## config.mk

```make
export PLATFORM = sky130hd
export DESIGN_NAME = psi_ctrl
export DESIGN_NICKNAME = d
export VERILOG_FILES = /design/src/hw/rtl/psi_pkg.sv /design/src/hw/rtl/psi_ctrl.sv
export SDC_FILE = /design/constraint.sdc
export NUM_CORES = 1
export LEC_CHECK = 0
export BUFFER_PORTS_ARGS = -buffer_cell sky130_fd_sc_hd__buf_2
export CORE_AREA = 2 2 39 41
export CTS_BUF_LIST = sky130_fd_sc_hd__clkbuf_4
export DETAILED_ROUTE_END_ITERATION = 16
export DIE_AREA = 0 0 41 43
export GPL_ROUTABILITY_DRIVEN = 1
export SKIP_CTS_REPAIR_TIMING = 1
export SYNTH_ARGS = -nofsm -noshare
export SYNTH_HDL_FRONTEND = slang
export SYNTH_SLANG_ARGS = --single-unit
```

## constraint.sdc

```tcl
create_clock -name clk_i -period 2 [get_ports clk_i]
set_clock_uncertainty 0.15 [all_clocks]
set_input_delay 0.1 -clock clk_i [delete_from_list [all_inputs] [get_ports clk_i]]
set_output_delay 0.1 -clock clk_i [all_outputs]
set_load 0.01 [all_outputs]
```

## src/hw/rtl/psi_pkg.sv

```systemverilog
`default_nettype none
package psi_pkg;

  localparam int unsigned DataW = 32;
  localparam int unsigned IdxW = 8;
  localparam int unsigned AtanN = 32;

  localparam logic [DataW-1:0] GainQ30 = 32'd652032874;
  localparam logic signed [33:0] OneQ30 = 34'sd1073741824;

  typedef enum logic {
    CMD_LOAD = 1'b0,
    CMD_EVAL = 1'b1
  } cmd_e;

  typedef enum logic [3:0] {
    ST_IDLE,
    ST_RD_ENDS,
    ST_WAIT_ENDS,
    ST_SRCH_RD,
    ST_SRCH_CMP,
    ST_SEG_RD,
    ST_SEG_LATCH,
    ST_MOD,
    ST_DIV,
    ST_CORDIC,
    ST_COMB_MUL,
    ST_COMB_ADD,
    ST_OUT
  } state_e;

  // Datapath commands issued by the controller.
  typedef struct packed {
    logic start;
    logic rd_ends;
    logic ends_chk;
    logic srch_rd;
    logic srch_cmp;
    logic seg_rd;
    logic seg_latch;
    logic mod_step;
    logic div_step;
    logic cordic_step;
    logic comb_mul;
    logic comb_add;
    logic out_load;
  } psi_cmd_t;

  // Status back to the controller.
  typedef struct packed {
    logic clamped;
    logic srch_done;
    logic zero_width;
    logic mod_done;
    logic div_done;
    logic cordic_done;
  } psi_sts_t;

  function automatic logic [DataW-1:0] atan_turn(input logic [4:0] i);
    logic [DataW-1:0] r;
    begin
      unique case (i)
        5'd0: r = 32'h20000000; 5'd1: r = 32'h12E4051E;
        5'd2: r = 32'h09FB385B; 5'd3: r = 32'h051111D4;
        5'd4: r = 32'h028B0D43; 5'd5: r = 32'h0145D7E1;
        5'd6: r = 32'h00A2F61E; 5'd7: r = 32'h00517C55;
        5'd8: r = 32'h0028BE53; 5'd9: r = 32'h00145F2F;
        5'd10: r = 32'h000A2F98; 5'd11: r = 32'h000517CC;
        5'd12: r = 32'h00028BE6; 5'd13: r = 32'h000145F3;
        5'd14: r = 32'h0000A2FA; 5'd15: r = 32'h0000517D;
        5'd16: r = 32'h000028BE; 5'd17: r = 32'h0000145F;
        5'd18: r = 32'h00000A30; 5'd19: r = 32'h00000518;
        5'd20: r = 32'h0000028C; 5'd21: r = 32'h00000146;
        5'd22: r = 32'h000000A3; 5'd23: r = 32'h00000051;
        5'd24: r = 32'h00000029; 5'd25: r = 32'h00000014;
        5'd26: r = 32'h0000000A; 5'd27: r = 32'h00000005;
        5'd28: r = 32'h00000003; 5'd29: r = 32'h00000001;
        5'd30: r = 32'h00000001; default: r = 32'h00000000;
      endcase
      return r;
    end
  endfunction

endpackage
`default_nettype wire

```

## src/hw/rtl/psi_ctrl.sv

```systemverilog
`default_nettype none
module psi_ctrl (
  input  wire logic             clk_i,
  input  wire logic             rst_ni,
  input  wire logic             in_valid,
  input  wire logic             in_cmd_i,
  input  wire logic             out_free_i,
  input  psi_pkg::psi_sts_t     sts_i,
  output logic                  in_stall,
  output psi_pkg::psi_cmd_t     cmd_o
);
  import psi_pkg::*;

  state_e state_q, state_d;

  always_ff @(posedge clk_i or negedge rst_ni) begin
    if (!rst_ni) begin
      state_q <= ST_IDLE;
    end else begin
      state_q <= state_d;
    end
  end

  always_comb begin
    state_d = state_q;
    unique case (state_q)
      ST_IDLE: begin
        if (in_valid && in_cmd_i == CMD_EVAL) state_d = ST_RD_ENDS;
      end
      ST_RD_ENDS: state_d = ST_WAIT_ENDS;
      ST_WAIT_ENDS: state_d = sts_i.clamped ? ST_SEG_RD : ST_SRCH_RD;
      ST_SRCH_RD: state_d = sts_i.srch_done ? ST_SEG_RD : ST_SRCH_CMP;
      ST_SRCH_CMP: state_d = ST_SRCH_RD;
      ST_SEG_RD: state_d = ST_SEG_LATCH;
      ST_SEG_LATCH: state_d = ST_MOD;
      ST_MOD: begin
        if (sts_i.zero_width) state_d = ST_COMB_MUL;
        else if (sts_i.mod_done) state_d = ST_DIV;
      end
      ST_DIV: if (sts_i.div_done) state_d = ST_CORDIC;
      ST_CORDIC: if (sts_i.cordic_done) state_d = ST_COMB_MUL;
      ST_COMB_MUL: state_d = ST_COMB_ADD;
      ST_COMB_ADD: if (out_free_i) state_d = ST_OUT;
      ST_OUT: state_d = ST_IDLE;
      default: state_d = ST_IDLE;
    endcase
  end

  always_comb begin
    cmd_o = '0;
    in_stall = (state_q != ST_IDLE);
    unique case (state_q)
      ST_IDLE: cmd_o.start = in_valid && in_cmd_i == CMD_EVAL;
      ST_RD_ENDS: cmd_o.rd_ends = 1'b1;
      ST_WAIT_ENDS: cmd_o.ends_chk = 1'b1;
      ST_SRCH_RD: cmd_o.srch_rd = 1'b1;
      ST_SRCH_CMP: cmd_o.srch_cmp = 1'b1;
      ST_SEG_RD: cmd_o.seg_rd = 1'b1;
      ST_SEG_LATCH: cmd_o.seg_latch = 1'b1;
      ST_MOD: cmd_o.mod_step = 1'b1;
      ST_DIV: cmd_o.div_step = 1'b1;
      ST_CORDIC: cmd_o.cordic_step = 1'b1;
      ST_COMB_MUL: cmd_o.comb_mul = 1'b1;
      ST_COMB_ADD: cmd_o.comb_add = 1'b1;
      ST_OUT: cmd_o.out_load = 1'b1;
      default: cmd_o = '0;
    endcase
  end

endmodule
`default_nettype wire

```

After elaboration in Yosys (flattened, before gate mapping)

Index checks and enable logic that the tools add are counted.
W data, S select, Z words.

Latch bits: 0
Bits in read-only memories: 0
Output and inout port bits: 14
Memories kept: 0
Memory bits (writable): 0
Logic and storage cells: 44
Flip-flop bits (word level): 4
Input port bits: 11

Bitwise gates (word level): 0
Reductions and logical operators: 4
$mul: 0
$lt $le $gt $ge: 0
Muxes and demuxes: 22
Equal/unequal tests: 17
Shift-type cells: 0
Add/subtract/negate cells: 0
Div/mod/pow operators: 0

Operators by type and width:

| operator             | number |
|---|---|
| $pmux W4 S12         | 1 |
| $mux W4              | 6 |
| $eq A4 B4 Y1 const B | 5 |
| $eq A4 B3 Y1 const B | 4 |
| $mux W1              | 14 |
| $eq A4 B2 Y1 const B | 2 |
| $ne A2 B2 Y1 const B | 4 |
| $reduce_and A5 Y1    | 1 |
| $eq A4 B1 Y1 const B | 1 |
| $logic_not A4 Y1     | 1 |
| $reduce_bool A4 Y1   | 1 |
| $mux W3              | 1 |
| $ne A3 B3 Y1 const B | 1 |
| $logic_and A1 B1 Y1  | 1 |

Logic depth before layout (Yosys ltp)

Depth in word-level cells: 3
Depth in mapped cells: 5
Depth with buffers taken out: 4

Worst setup path after synthesis

Ideal clock, no wire load.

Path type: reg-to-reg
Start point: register state_q[3]
End point: register state_q[0]
Required time: 1.725 ns
Stages on the path, launching flop included: 5
Setup slack: 0.287 ns
Data arrival time: 1.438 ns
Path through: dfrtp_1 -> nand2b_1 -> or4_4 -> o311ai_2 -> mux2_4

Word-level cells in the longest chain between the ends: 3
Elaborated cells on any way between the ends: 19
Classes of those cells: eq/ne: 16; mux: 1; reduce/logical: 2

Ends and longest elaborated chain:

| item                                                          | RTL line       | source |
|---|---|---|
| start: declaration                                            | psi_ctrl.sv:14 | `state_e state_q, state_d;` |
| start signal: assignment                                      | psi_ctrl.sv:20 | `state_q <= state_d;` |
| $eq A4 B3 Y1 (tied with other cells)                          | psi_ctrl.sv:26 | `unique case (state_q)` |
| $ne A3 B3 Y1 (no source line) or $ne A2 B2 Y1 (tied branches) | --             |  |
| $reduce_and A5 Y1 (no source line)                            | --             |  |

Several ways; a longest one is shown, not always the timed one.
A chain may end at the register's enable or synchronous reset.

Worst setup path in the final report

Start point: register state_q[1]
End point: register state_q[0]

Same word-level chain as after synthesis.

==> out/results.ini <==
[clock_network]
clock_sinks = 4
cts_buffers = 3
clk_path_buf_depth = 2
h-tree-depth = 1
clk_latency_ns = 0.24
cts_root_buf = clkbuf_4
worst_setup_hold_path_clk_slew_ns = 0.04
cts_tree = yes

[cells_and_area]
largest-register = state_q
fill_cells = 157
final_common_cell = buf_2
diodes = 0
seqCellArea_um2 = 100
fin_area_um2 = 602
instances_no_fill = 103
mostFrequentLayoutCells = buf_2 (24), nor2_1 (13), nor3_1 (9), buf_4 (5)
syn2layout_area_growth_pct = 46.6
multi_input_area_um2 = 284
largest_register_ffs = 4
fin_nets = 100
top_regs = state_q (4)
drive_gt1_frac = 0.448

[timing]
whs_ns = 0.0128
period_needed_ns = 1.86
final-max-slew-violation-count = 0
hold_viol_final = 0
finalCritPeriodShare = 0.930
rsz0062_at_grt = no
setup_viol = 0
tightest_slew_ns = 0.297
max_slew_margin = 0.802
clock.fmax_ghz = 0.538
tns_ns = 0

[floorplan]
die_width_um = 41
die_area_mm2 = 0.00176
coreArea_mm2 = 0.00138
pin_count = 25
fp-row-count = 14
start_util = 0.297
die_y_um = 43

[critical_path]
crit_arrival_ns = 1.83
r2r_setup_slack_ns = 0.14
critical_path.endpoint_type = register
max_stage_delay_ns = 0.53
crit_end = state_q[0]
r2r-start = state_q[1]
cp_slowest_cell = or4_4
crit_type = register to register
worst_r2r_path_depth = 4
cp_max_fo = 9
critPathRequiredTime_ns = 1.97
regToRegEndpoint = state_q[0]
critPathLaunch = state_q[1]
crit_chain = nand2_2, or4_4, o311ai_2, mux2_4
start_kind = register

[routing]
antenna_left = 0
wl_per_cell_um = 12.0
totalWireLength_um = 1240
drt_iter0_drc = 8
drc = 0
via_count = 514
viasPerCell = 4.99
dr.pass1.iters = 4

[run_status]
status = complete, no violations

[pwr]
ir_drop_mv = 0.492
p_total_uw = 902
power_density_mw_per_mm2 = 1500
p_leak_nw = 0.314

[flow_run]
cap_violations = 0

[yosys]
syn-cell-area_um2 = 410
ys_warn_count = 0
ys_ff_latch = 4
syn_avg_cell_area_um2 = 7.08
syn-instance-count = 58
synth_nets = 69
yosysSeqAreaShare = 0.244
synth_cell_types = 25

[hold_path]
holdPathStages = 3
hold_path_class = input pin to register

[global_route]
grt_use_total = 0.164
grt_pass1_vias = 461
antenna_found_initial = 0
grt_max_degree = 13
overflow = 0
grt_pass1_wl_um = 1950

[placement]
dpl.hpwl_um = 986
place.gp.congestion = 0.731
place_inst = 99
place_area_um2 = 569
port_buffers = 24

==> power by group <==
group          switching (mW)  leakage [nW]  total [mW]  internal [mW]
Combinational           0.331         0.252       0.617          0.285
Sequential             0.0618        0.0480       0.184          0.122
Clock                  0.0343        0.0138       0.102         0.0672
==> layout make-up <==
type	count	share of cell area
repair buffers	30	0.279
flip-flops and latches	4	0.166
inverters	2	0.0125
multi-input cells	48	0.472
clock buffers	3	0.0374
well taps	16	0.0333
==> how the worst min path moves through the flow <==
stage                         from          to  slack, ns
after floorplan             rst_ni  state_q[0]      -0.35
after global placement      rst_ni  state_q[3]      -0.24
after detailed placement    rst_ni  state_q[3]      -0.24
after CTS                   rst_ni  state_q[3]      -0.49
after global routing      sts_i[2]  state_q[2]       0.02
final                     sts_i[2]  state_q[2]       0.01
==> through the flow <==
stage | worst slack (ns) | util
floorplan | 0.287 | -
global placement | 0.189 | 0.411
detailed placement | 0.152 | 0.411
CTS | 0.135 | 0.428
global route | 0.0325 | 0.435
finish | 0.140 | 0.435
==> Yosys cell counts <==
library cell | number | area (um2)
or2b_1 | 1 | 7.51
o21ai_0 | 1 | 5.00
or4_4 | 2 | 22.5
o21a_1 | 1 | 7.51
and3b_1 | 1 | 8.76
nand2_1 | 4 | 15.0
inv_1 | 1 | 3.75
nor3_1 | 9 | 45.0
nor2b_1 | 1 | 6.26
a21oi_1 | 2 | 10.0
o221ai_1 | 1 | 8.76
dfrtp_1 | 4 | 100
a31oi_1 | 1 | 6.26
o21ai_1 | 2 | 10.0
a22o_1 | 1 | 8.76
a221oi_1 | 1 | 8.76
nor2_1 | 13 | 48.8
nand2b_1 | 3 | 18.8
inv_2 | 1 | 3.75
nand2_2 | 1 | 6.26
a21oi_2 | 1 | 8.76
buf_2 | 3 | 15.0
mux2_4 | 1 | 15.0
o311ai_2 | 1 | 16.3
clkbuf_1 | 1 | 3.75
==> cells by family (layout without fill, tap and decap cells) <==
| kind of cell | count (synthesis) | in the layout | synth area share |
|---|---|---|---|
| flops | 4 | 4 | 0.244 |
| mux | 1 | 1 | 0.0366 |
| compound gates | 12 | 12 | 0.220 |
| buf+inv | 6 | 35 | 0.0640 |
| simple gates | 35 | 35 | 0.436 |
==> worst max-delay path: cells and delay by family (launching register included) <==
family	cells	cell delay, ns
and+or+nand+nor	2	0.66
DFF	1	0.48
muxes	1	0.33
AOI/OAI and AO/OA	1	0.11
==> routing by layer <==
metal	track usage	vias to the layer above	routed length (um)
met5	0	-	0
met4	0.100	0	0
met3	0.0157	0	107
met2	0.228	26	572
met1	0.234	225	560
li1	-	263	-
Note: power is estimated with default switching activity, not from simulation.
